==> src/rtl/llwt_pkg.sv <==
// ----------------------------------------------------------------------------
// llwt_pkg
// Shared types and codes of the least-loaded worker table.
// ----------------------------------------------------------------------------
package llwt_pkg;

  localparam int unsigned MaxWorkersDefault = 16;
  localparam int unsigned PortW = 16;
  localparam int unsigned LoadW = 31;

  localparam logic [LoadW-1:0] LoadMax = {LoadW{1'b1}};

  // Request commands.
  localparam logic [1:0] CMD_ADD_WORKER = 2'd0;
  localparam logic [1:0] CMD_ADD_DATA   = 2'd1;
  localparam logic [1:0] CMD_FIND_MIN   = 2'd2;
  localparam logic [1:0] CMD_REBALANCE  = 2'd3;

  // Result status codes.
  localparam logic [1:0] ST_OK        = 2'd0;
  localparam logic [1:0] ST_FULL      = 2'd1;
  localparam logic [1:0] ST_EMPTY     = 2'd2;
  localparam logic [1:0] ST_NOT_FOUND = 2'd3;

  typedef struct packed {
    logic [PortW-1:0] recv_port;
    logic [PortW-1:0] send_port;
    logic [LoadW-1:0] load;
  } entry_t;

  typedef struct packed {
    logic [1:0]       status;
    logic [PortW-1:0] min_recv_port;
    logic [PortW-1:0] max_send_port;
    logic [LoadW-1:0] moved_amount;
    logic             balanced;
  } res_t;

endpackage

==> src/rtl/llwt_mem.sv <==
// ----------------------------------------------------------------------------
// llwt_mem
// Worker table storage: one write port, one read port, registered read data.
// ----------------------------------------------------------------------------
module llwt_mem
  import llwt_pkg::*;
#(
  parameter int unsigned Depth = MaxWorkersDefault,
  parameter int unsigned IdxW  = (Depth > 1) ? $clog2(Depth) : 1
) (
  input  logic            clk_i,
  input  logic            we_i,
  input  logic [IdxW-1:0] waddr_i,
  input  entry_t          wdata_i,
  input  logic [IdxW-1:0] raddr_i,
  output entry_t          rdata_o
);

  entry_t mem_q [Depth];
  entry_t rdata_q;

  always_ff @(posedge clk_i) begin
    if (we_i) begin
      mem_q[waddr_i] <= wdata_i;
    end
  end

  always_ff @(posedge clk_i) begin
    rdata_q <= mem_q[raddr_i];
  end

  assign rdata_o = rdata_q;

endmodule

==> src/rtl/llwt_ctrl.sv <==
// ----------------------------------------------------------------------------
// llwt_ctrl
// Command sequencer: decodes a request, scans the table one entry per cycle
// and writes new entries and updated loads back.
// ----------------------------------------------------------------------------
module llwt_ctrl
  import llwt_pkg::*;
#(
  parameter int unsigned MaxWorkers = MaxWorkersDefault,
  parameter int unsigned IdxW       = (MaxWorkers > 1) ? $clog2(MaxWorkers) : 1,
  parameter int unsigned CntW       = $clog2(MaxWorkers + 1)
) (
  input  logic             clk_i,
  input  logic             rst_ni,
  input  logic             in_valid_i,
  output logic             in_ready_o,
  input  logic [1:0]       cmd_i,
  input  logic [PortW-1:0] recv_port_i,
  input  logic [PortW-1:0] send_port_i,
  output logic             res_valid_o,
  input  logic             res_ready_i,
  output res_t             res_o,
  output logic             we_o,
  output logic [IdxW-1:0]  waddr_o,
  output entry_t           wdata_o,
  output logic [IdxW-1:0]  raddr_o,
  input  entry_t           rdata_i
);

  localparam logic [2:0] S_IDLE = 3'd0;
  localparam logic [2:0] S_SCAN = 3'd1;
  localparam logic [2:0] S_REB  = 3'd2;
  localparam logic [2:0] S_WRLO = 3'd3;
  localparam logic [2:0] S_WRHI = 3'd4;
  localparam logic [2:0] S_DONE = 3'd5;

  localparam logic [CntW-1:0] CntFull = CntW'(MaxWorkers);

  logic [2:0]       state_q, state_d;
  logic [CntW-1:0]  cnt_q, cnt_d;
  logic [1:0]       cmd_q, cmd_d;
  logic [PortW-1:0] rport_q, rport_d;
  logic [IdxW-1:0]  scan_idx_q, scan_idx_d;
  logic [IdxW-1:0]  min_idx_q, min_idx_d, max_idx_q, max_idx_d;
  entry_t           min_ent_q, min_ent_d, max_ent_q, max_ent_d;
  logic [LoadW-1:0] moved_q, moved_d;
  res_t             res_q, res_d;

  logic             accept;
  logic             first_elem, last_elem, take_min, take_max;
  logic [LoadW-1:0] diff;
  entry_t           wr_ent;

  assign accept     = in_valid_i && (state_q == S_IDLE);
  assign in_ready_o = (state_q == S_IDLE);
  assign first_elem = (scan_idx_q == '0);
  assign last_elem  = (CntW'(scan_idx_q) == cnt_q - CntW'(1));
  // Strict compares keep the earliest entry on a tie.
  assign take_min   = first_elem || (rdata_i.load < min_ent_q.load);
  assign take_max   = first_elem || (rdata_i.load > max_ent_q.load);
  assign diff       = max_ent_q.load - min_ent_q.load;

  always_comb begin
    state_d    = state_q;
    cnt_d      = cnt_q;
    cmd_d      = cmd_q;
    rport_d    = rport_q;
    scan_idx_d = scan_idx_q;
    min_idx_d  = min_idx_q;
    min_ent_d  = min_ent_q;
    max_idx_d  = max_idx_q;
    max_ent_d  = max_ent_q;
    moved_d    = moved_q;
    res_d      = res_q;
    we_o       = 1'b0;
    waddr_o    = scan_idx_q;
    wr_ent     = rdata_i;
    raddr_o    = scan_idx_q;

    case (state_q)
      S_IDLE: begin
        raddr_o = (cmd_i == CMD_ADD_DATA) ? IdxW'(cnt_q - CntW'(1)) : '0;
        if (accept) begin
          cmd_d      = cmd_i;
          rport_d    = recv_port_i;
          scan_idx_d = raddr_o;
          res_d      = '0;
          if (cmd_i == CMD_ADD_WORKER) begin
            state_d = S_DONE;
            if (cnt_q == CntFull) begin
              res_d.status = ST_FULL;
            end else begin
              we_o    = 1'b1;
              waddr_o = IdxW'(cnt_q);
              wr_ent  = '{recv_port: recv_port_i, send_port: send_port_i, load: '0};
              cnt_d   = cnt_q + CntW'(1);
            end
          end else if (cnt_q == '0) begin
            res_d.status = ST_EMPTY;
            state_d      = S_DONE;
          end else begin
            state_d = S_SCAN;
          end
        end
      end

      S_SCAN: begin
        if (cmd_q == CMD_ADD_DATA) begin
          // Newest entry first, so the scan walks down from the top.
          raddr_o = scan_idx_q - IdxW'(1);
          if (rdata_i.recv_port == rport_q) begin
            we_o    = 1'b1;
            waddr_o = scan_idx_q;
            if (rdata_i.load != LoadMax) begin
              wr_ent.load = rdata_i.load + LoadW'(1);
            end
            state_d = S_DONE;
          end else if (first_elem) begin
            res_d.status = ST_NOT_FOUND;
            state_d      = S_DONE;
          end else begin
            scan_idx_d = scan_idx_q - IdxW'(1);
          end
        end else begin
          raddr_o = scan_idx_q + IdxW'(1);
          if (take_min) begin
            min_idx_d = scan_idx_q;
            min_ent_d = rdata_i;
          end
          if (take_max) begin
            max_idx_d = scan_idx_q;
            max_ent_d = rdata_i;
          end
          if (last_elem) begin
            if (cmd_q == CMD_FIND_MIN) begin
              res_d.min_recv_port = take_min ? rdata_i.recv_port : min_ent_q.recv_port;
              state_d             = S_DONE;
            end else begin
              state_d = S_REB;
            end
          end else begin
            scan_idx_d = scan_idx_q + IdxW'(1);
          end
        end
      end

      S_REB: begin
        res_d.min_recv_port = min_ent_q.recv_port;
        res_d.max_send_port = max_ent_q.send_port;
        moved_d             = diff >> 1;
        if (diff > LoadW'(1)) begin
          state_d = S_WRLO;
        end else begin
          res_d.balanced = 1'b1;
          state_d        = S_DONE;
        end
      end

      S_WRLO: begin
        we_o        = 1'b1;
        waddr_o     = min_idx_q;
        wr_ent      = min_ent_q;
        wr_ent.load = min_ent_q.load + moved_q;
        state_d     = S_WRHI;
      end

      S_WRHI: begin
        we_o               = 1'b1;
        waddr_o            = max_idx_q;
        wr_ent             = max_ent_q;
        wr_ent.load        = max_ent_q.load - moved_q;
        res_d.moved_amount = moved_q;
        state_d            = S_DONE;
      end

      S_DONE: begin
        if (res_ready_i) begin
          state_d = S_IDLE;
        end
      end

      default: begin
        state_d = S_IDLE;
      end
    endcase
  end

  assign wdata_o     = wr_ent;
  assign res_valid_o = (state_q == S_DONE);
  assign res_o       = res_q;

  always_ff @(posedge clk_i or negedge rst_ni) begin
    if (!rst_ni) begin
      state_q <= S_IDLE;
      cnt_q   <= '0;
    end else begin
      state_q <= state_d;
      cnt_q   <= cnt_d;
    end
  end

  always_ff @(posedge clk_i) begin
    cmd_q      <= cmd_d;
    rport_q    <= rport_d;
    scan_idx_q <= scan_idx_d;
    min_idx_q  <= min_idx_d;
    min_ent_q  <= min_ent_d;
    max_idx_q  <= max_idx_d;
    max_ent_q  <= max_ent_d;
    moved_q    <= moved_d;
    res_q      <= res_d;
  end

endmodule

==> src/rtl/least_loaded_worker_table.sv <==
// Requests are taken one at a time, and the scan reads one table entry per cycle.
// Reset clears the worker count and the control state; table contents stay
// undefined until written.
// ----------------------------------------------------------------------------
// least_loaded_worker_table
// Worker table with add, add-data, find-least-loaded and rebalance requests.
// ----------------------------------------------------------------------------
module least_loaded_worker_table
  import llwt_pkg::*;
#(
  parameter int unsigned MaxWorkers = MaxWorkersDefault
) (
  input  logic             clk_i,
  input  logic             rst_ni,
  input  logic             in_valid_i,
  output logic             in_ready_o,
  input  logic [1:0]       cmd_i,
  input  logic [PortW-1:0] recv_port_i,
  input  logic [PortW-1:0] send_port_i,
  output logic             out_valid_o,
  input  logic             out_ready_i,
  output logic [1:0]       status_o,
  output logic [PortW-1:0] min_recv_port_o,
  output logic [PortW-1:0] max_send_port_o,
  output logic [LoadW-1:0] moved_amount_o,
  output logic             balanced_o
);

  localparam int unsigned IdxW = (MaxWorkers > 1) ? $clog2(MaxWorkers) : 1;
  localparam int unsigned CntW = $clog2(MaxWorkers + 1);

  logic            we;
  logic [IdxW-1:0] waddr, raddr;
  entry_t          wdata, rdata;
  logic            res_valid, res_ready;
  res_t            res;
  logic            out_valid_q;
  res_t            out_res_q;

  llwt_ctrl #(
    .MaxWorkers(MaxWorkers),
    .IdxW      (IdxW),
    .CntW      (CntW)
  ) u_ctrl (
    .clk_i      (clk_i),
    .rst_ni     (rst_ni),
    .in_valid_i (in_valid_i),
    .in_ready_o (in_ready_o),
    .cmd_i      (cmd_i),
    .recv_port_i(recv_port_i),
    .send_port_i(send_port_i),
    .res_valid_o(res_valid),
    .res_ready_i(res_ready),
    .res_o      (res),
    .we_o       (we),
    .waddr_o    (waddr),
    .wdata_o    (wdata),
    .raddr_o    (raddr),
    .rdata_i    (rdata)
  );

  llwt_mem #(
    .Depth(MaxWorkers),
    .IdxW (IdxW)
  ) u_mem (
    .clk_i  (clk_i),
    .we_i   (we),
    .waddr_i(waddr),
    .wdata_i(wdata),
    .raddr_i(raddr),
    .rdata_o(rdata)
  );

  // Output register lets the sequencer take the next request while a result waits.
  assign res_ready = !out_valid_q || out_ready_i;

  always_ff @(posedge clk_i or negedge rst_ni) begin
    if (!rst_ni) begin
      out_valid_q <= 1'b0;
    end else if (res_ready) begin
      out_valid_q <= res_valid;
    end
  end

  always_ff @(posedge clk_i) begin
    if (res_ready && res_valid) begin
      out_res_q <= res;
    end
  end

  assign out_valid_o     = out_valid_q;
  assign status_o        = out_res_q.status;
  assign min_recv_port_o = out_res_q.min_recv_port;
  assign max_send_port_o = out_res_q.max_send_port;
  assign moved_amount_o  = out_res_q.moved_amount;
  assign balanced_o      = out_res_q.balanced;

endmodule

==> config.mk <==
export PLATFORM = sky130hd
export DESIGN_NAME = least_loaded_worker_table
export DESIGN_NICKNAME = d
export VERILOG_FILES = /design/src/rtl/llwt_pkg.sv /design/src/rtl/llwt_mem.sv /design/src/rtl/llwt_ctrl.sv /design/src/rtl/least_loaded_worker_table.sv
export SDC_FILE = /design/constraint.sdc
export NUM_CORES = 2
export LEC_CHECK = 0
export BUFFER_PORTS_ARGS = -buffer_cell sky130_fd_sc_hd__buf_2
export CORE_MARGIN = 3
export CORE_UTILIZATION = 45
export DETAILED_ROUTE_END_ITERATION = 10
export PLACE_DENSITY = 0.67
export SKIP_LAST_GASP = 1
export SYNTH_ARGS = -nofsm -noshare
export SYNTH_HDL_FRONTEND = slang
export SYNTH_SLANG_ARGS = --single-unit
==> constraint.sdc <==
create_clock -name clk_i -period 16.35 [get_ports clk_i]
set_clock_uncertainty 0.2 [all_clocks]
set_input_delay 3.27 -clock clk_i [delete_from_list [all_inputs] [get_ports clk_i]]
set_output_delay 3.27 -clock clk_i [all_outputs]
set_load 0.01 [all_outputs]
==> flow_summary.html <==
<table>
<tr><th>Metric</th><th>Value</th></tr>
<tr><th colspan="2">Status</th></tr>
<tr><td>Status</td><td>complete, no violations</td></tr>
<tr><th colspan="2">Synth</th></tr>
<tr><td>Top_reg_cell synth</td><td>edfxtp_1</td></tr>
<tr><td>Post-synth cell types</td><td>90</td></tr>
<tr><td>Sequential element share of the synthesized area</td><td>0.677</td></tr>
<tr><td>Synth async-reset ratio</td><td>0.00645</td></tr>
<tr><td>Synthesized cell area</td><td>between 0.06 and 0.07 mm^2</td></tr>
<tr><td>Post-Synthesis Net Count</td><td>5150</td></tr>
<tr><td>Number of synthesized flops with an enable pin</td><td>~1300</td></tr>
<tr><td>Biggest area consumer among synthesized cells</td><td>edfxtp_1</td></tr>
<tr><td>Post-Syn Area per Cell</td><td>about 12 um^2</td></tr>
<tr><td>Portion of synthesized cell area occupied by the leading cell type</td><td>0.653</td></tr>
<tr><td>Number of warnings reported in the yosys synthesis log</td><td>0</td></tr>
<tr><td>Number of synthesized register bits</td><td>roughly 1400</td></tr>
<tr><td>Biggest area contributors in the synthesized netlist</td><td>edfxtp_1 65%, nand2_1 7.1%, ha_1 3.2%, a311oi_1 2.7%, nand3_1 2.5%</td></tr>
<tr><td>Gate Count Post-Synth</td><td>approximately 5000</td></tr>
<tr><th colspan="2">Clock tree</th></tr>
<tr><td>Clock tree sinks</td><td>1396</td></tr>
<tr><td>Clock slew seen by the registers of the worst setup and hold paths</td><td>0.06 ns</td></tr>
<tr><td>TritonCTS clock tree</td><td>yes</td></tr>
<tr><td>Post-cts hold buffer count</td><td>0</td></tr>
<tr><td>CTS H-tree lvls</td><td>4</td></tr>
<tr><td>Post-CTS Repair Setup Buffers</td><td>0</td></tr>
<tr><td>CTS Buf Count</td><td>approximately 140</td></tr>
<tr><td>Clock latency at the later pin of the worst-skew pair</td><td>around 0.79 ns</td></tr>
<tr><td>Root Buffer Master</td><td>clkbuf_16</td></tr>
<tr><td>Clock Tree Buf Depth</td><td>3</td></tr>
<tr><td>Number of gates given a new drive strength after cts</td><td>0</td></tr>
<tr><th colspan="2">Global routing</th></tr>
<tr><td>Maximum number of pins on one net before global-route repair</td><td>just over 200</td></tr>
<tr><td>Number of antenna violations at the first check in global routing</td><td>11</td></tr>
<tr><td>Via count of the first global-routing pass</td><td>38900</td></tr>
<tr><td>Overall overflow remaining after global route</td><td>0</td></tr>
<tr><td>Global-route total usage across every layer</td><td>0.228</td></tr>
<tr><td>Global-route wire length before repair</td><td>about 240000 um</td></tr>
<tr><th colspan="2">STA</th></tr>
<tr><td>Number of failing hold endpoints at the final stage</td><td>0</td></tr>
<tr><td>Unrepaired setup endpoints after global routing</td><td>false</td></tr>
<tr><td>Final slew viol count</td><td>0</td></tr>
<tr><td>Timing-limited maximum frequency</td><td>0.119 GHz</td></tr>
<tr><td>Headroom to the max-slew limit</td><td>0.102</td></tr>
<tr><td>Setup TNS after final layout</td><td>0 ns</td></tr>
<tr><td>Final count of negative-setup-slack endpoints</td><td>0</td></tr>
<tr><td>Minimum period implied by the final worst setup slack</td><td>8.43 ns</td></tr>
<tr><td>Actual transition at the worst max-transition pin</td><td>1.34 ns</td></tr>
<tr><td>Final worst-path cycle share</td><td>0.515</td></tr>
<tr><th colspan="2">Die</th></tr>
<tr><td>Horiz. Die Dim</td><td>between 300 and 400 um</td></tr>
<tr><td>Floorplan core area</td><td>0.134 mm^2</td></tr>
<tr><td>Full die area</td><td>approximately 0.14 mm^2</td></tr>
<tr><td>Number of placed I/O pins</td><td>about 110</td></tr>
<tr><td>Starting utilization of the core area</td><td>0.455</td></tr>
<tr><td>Number of rows in the core area</td><td>about 130</td></tr>
<tr><td>Height of the die</td><td>374 um</td></tr>
<tr><th colspan="2">Placement</th></tr>
<tr><td>Cell count after placement</td><td>about 6600</td></tr>
<tr><td>Post-detail-place hpwl</td><td>100000 um</td></tr>
<tr><td>Number of buffers added on ports</td><td>104</td></tr>
<tr><td>Routability cong.</td><td>0.955</td></tr>
<tr><th colspan="2">Critical path</th></tr>
<tr><td>Maximum single-stage delay on the critical path</td><td>1.00 ns</td></tr>
<tr><td>Data arrival at the endpoint of the critical path</td><td>~8.6 ns</td></tr>
<tr><td>Reg2Reg Setup Slack</td><td>9.91 ns</td></tr>
<tr><td>Required time of the worst setup path</td><td>16.56 ns</td></tr>
<tr><td>Worst R2R Start</td><td>u_ctrl.state_q[0]</td></tr>
<tr><td>Terminus of the critical flop-to-flop path</td><td>u_mem.mem_q[13][38]</td></tr>
<tr><td>Critical-path top delay cell</td><td>nor2_4</td></tr>
<tr><td>Critical Path Source Type</td><td>primary input</td></tr>
<tr><td>Setup CP Type</td><td>in -&gt; reg</td></tr>
<tr><td>Crit-path max FO</td><td>33</td></tr>
<tr><td>Series of cell instances along the critical path</td><td>buf_2 -&gt; nor2b_1 -&gt; nand2_1 -&gt; inv_1 -&gt; nand3_1 -&gt; nand2_1 -&gt; nand2_1 -&gt; a221oi_1 -&gt; nand2_1 -&gt; nor2_4 -&gt; buf_4</td></tr>
<tr><td>Critical Path End</td><td>u_mem.mem_q[13][38]</td></tr>
<tr><td>Startpoint of the worst setup timing path</td><td>in_valid_i</td></tr>
<tr><td>Worst R2R Path Depth</td><td>11</td></tr>
<tr><td>Most Frequent Cell on Critical Path</td><td>nand2_1</td></tr>
<tr><td>Element type at the critical path end</td><td>flip-flop</td></tr>
<tr><th colspan="2">Drt</th></tr>
<tr><td>DRC marker count from the first detailed-route iteration</td><td>about 5500</td></tr>
<tr><td>Vias per cell</td><td>6.00</td></tr>
<tr><td>Antenna viol nets, final</td><td>0</td></tr>
<tr><td>Routed via count</td><td>41200</td></tr>
<tr><td>Final wirelength</td><td>about 160000 um</td></tr>
<tr><td>Average detailed-routed wire length per instance</td><td>between 20 and 25 um</td></tr>
<tr><td>DRC</td><td>0</td></tr>
<tr><td>First-pass iteration count of the detailed router</td><td>6</td></tr>
<tr><th colspan="2">Layout</th></tr>
<tr><td>Final net count</td><td>just over 5000</td></tr>
<tr><td>Number of fillers in the final layout</td><td>roughly 11000</td></tr>
<tr><td>Non-filler cells in the finished layout</td><td>a little under 7000</td></tr>
<tr><td>Most common cell after layout, fill and taps aside</td><td>edfxtp_1</td></tr>
<tr><td>Commonest non-fill, non-tap cells in the layout</td><td>1324 x edfxtp_1, 1151 x nand2_1, 304 x nand3_1</td></tr>
<tr><td>Area added between synthesis and finish</td><td>11.7%</td></tr>
<tr><td>Ratio of cells with drive above 1 in the final layout</td><td>0.0865</td></tr>
<tr><th colspan="2">Hold path</th></tr>
<tr><td>HP Class</td><td>reg -&gt; reg</td></tr>
<tr><th colspan="2">Run</th></tr>
<tr><td>Max cap viols</td><td>0</td></tr>
</table>
==> cell type report <==
| type | instances | area (um^2) | area share |
|---|---|---|---|
| Antenna cell | 7 | 17.5 | 0.000257 |
| Clock buffer | 189 | 3870 | 0.0568 |
| Clock inverter | 67 | 803 | 0.0118 |
| Inverter | 131 | 492 | 0.00722 |
| Multi-Input combinational cell | 3134 | 18300 | 0.269 |
| Sequential cell | 1396 | 41200 | 0.606 |
| Tap cell | 1768 | 2210 | 0.0325 |
| Timing Repair Buffer | 172 | 1110 | 0.0163 |
==> through the flow <==
step | setup slack (ns) | util | area [um^2] | hold slack, ns
2_1_floorplan | 8.03 | - | 60900 | 0.200
3_3_place_gp | 7.10 | 0.473 | 63400 | 0.201
3_5_place_dp | 7.11 | 0.473 | 63400 | 0.205
4_1_cts | 7.92 | 0.508 | 68000 | 0.215
5_1_grt | 7.48 | 0.508 | 68100 | 0.223
6_report | 7.92 | 0.508 | 68100 | 0.213
==> cells by family after synthesis <==
family,synth area share
xor+xnor,0.0139
simple gates,0.142
other cells,0.0000616
flops,0.677
compound gates,0.105
fa+ha+maj,0.0338
mux,0.00183
buf+inv,0.0264
==> worst min-delay path by stage <==
stage	startpoint	end	slack, ns	cells after the start
3_3_place_gp	u_ctrl.res_o[27]	moved_amount_o[26]	0.20	0
6_report	u_ctrl.res_o[7]	moved_amount_o[6]	0.21	0
5_1_grt	u_ctrl.res_o[65]	status_o[1]	0.22	0
3_5_place_dp	u_ctrl.res_o[13]	moved_amount_o[12]	0.20	0
4_1_cts	u_ctrl.res_o[7]	moved_amount_o[6]	0.22	0
2_1_floorplan	u_ctrl.res_o[0]	balanced_o	0.20	0
==> registers in the layout, indices dropped and copies added, names as in the netlist, 4 cells and up <==
| register | cells |
|---|---|
| u_ctrl.max_ent_q | 63 |
| u_mem.mem_q | 1008 |
| moved_amount_o | 30 |
| min_recv_port_o | 16 |
| u_ctrl.res_o | 65 |
| u_ctrl.rport_q | 16 |
| u_ctrl.max_idx_q | 4 |
| u_ctrl.min_idx_q | 4 |
| u_ctrl.cnt_q | 5 |
| max_send_port_o | 16 |
| u_ctrl.scan_idx_q | 4 |
| u_ctrl.min_ent_q | 63 |
| u_ctrl.moved_q | 30 |
| u_mem.rdata_o | 63 |
==> critical path: cells and delay by family <==
| family | cells | cell delay, ns |
|---|---|---|
| AND/OR/NAND/NOR | 7 | 3.47 |
| AO/OA/AOI/OAI | 1 | 0.53 |
| buffers and inverters | 3 | 1.32 |
==> synth_stat cells (21+ instances only) <==
cell / count
and2_1: 29
nor3_1: 28
nand3_1: 304
buf_1: 21
xor2_1: 31
buf_2: 21
o21ai_0: 112
a31oi_1: 82
o21a_1: 25
dfxtp_1: 63
edfxtp_1: 1324
xnor2_1: 66
nor2_1: 153
a21oi_1: 228
a311oi_1: 190
clkbuf_1: 246
a21o_1: 50
ha_1: 158
nand4_1: 42
a221o_1: 24
inv_1: 131
and3_1: 145
nand2_1: 1152
==> layer usage <==
layer	track usage	up-vias	routed length (um)
met3	0.0473	250	16000
met1	0.335	20400	70300
met4	0.0772	10	4800
met2	0.337	2004	72400
li1	-	18500	-
met5	0	-	69
Power is not shown: default switching activity piles up to over one toggle a cycle in this logic, so the estimate is an artifact.
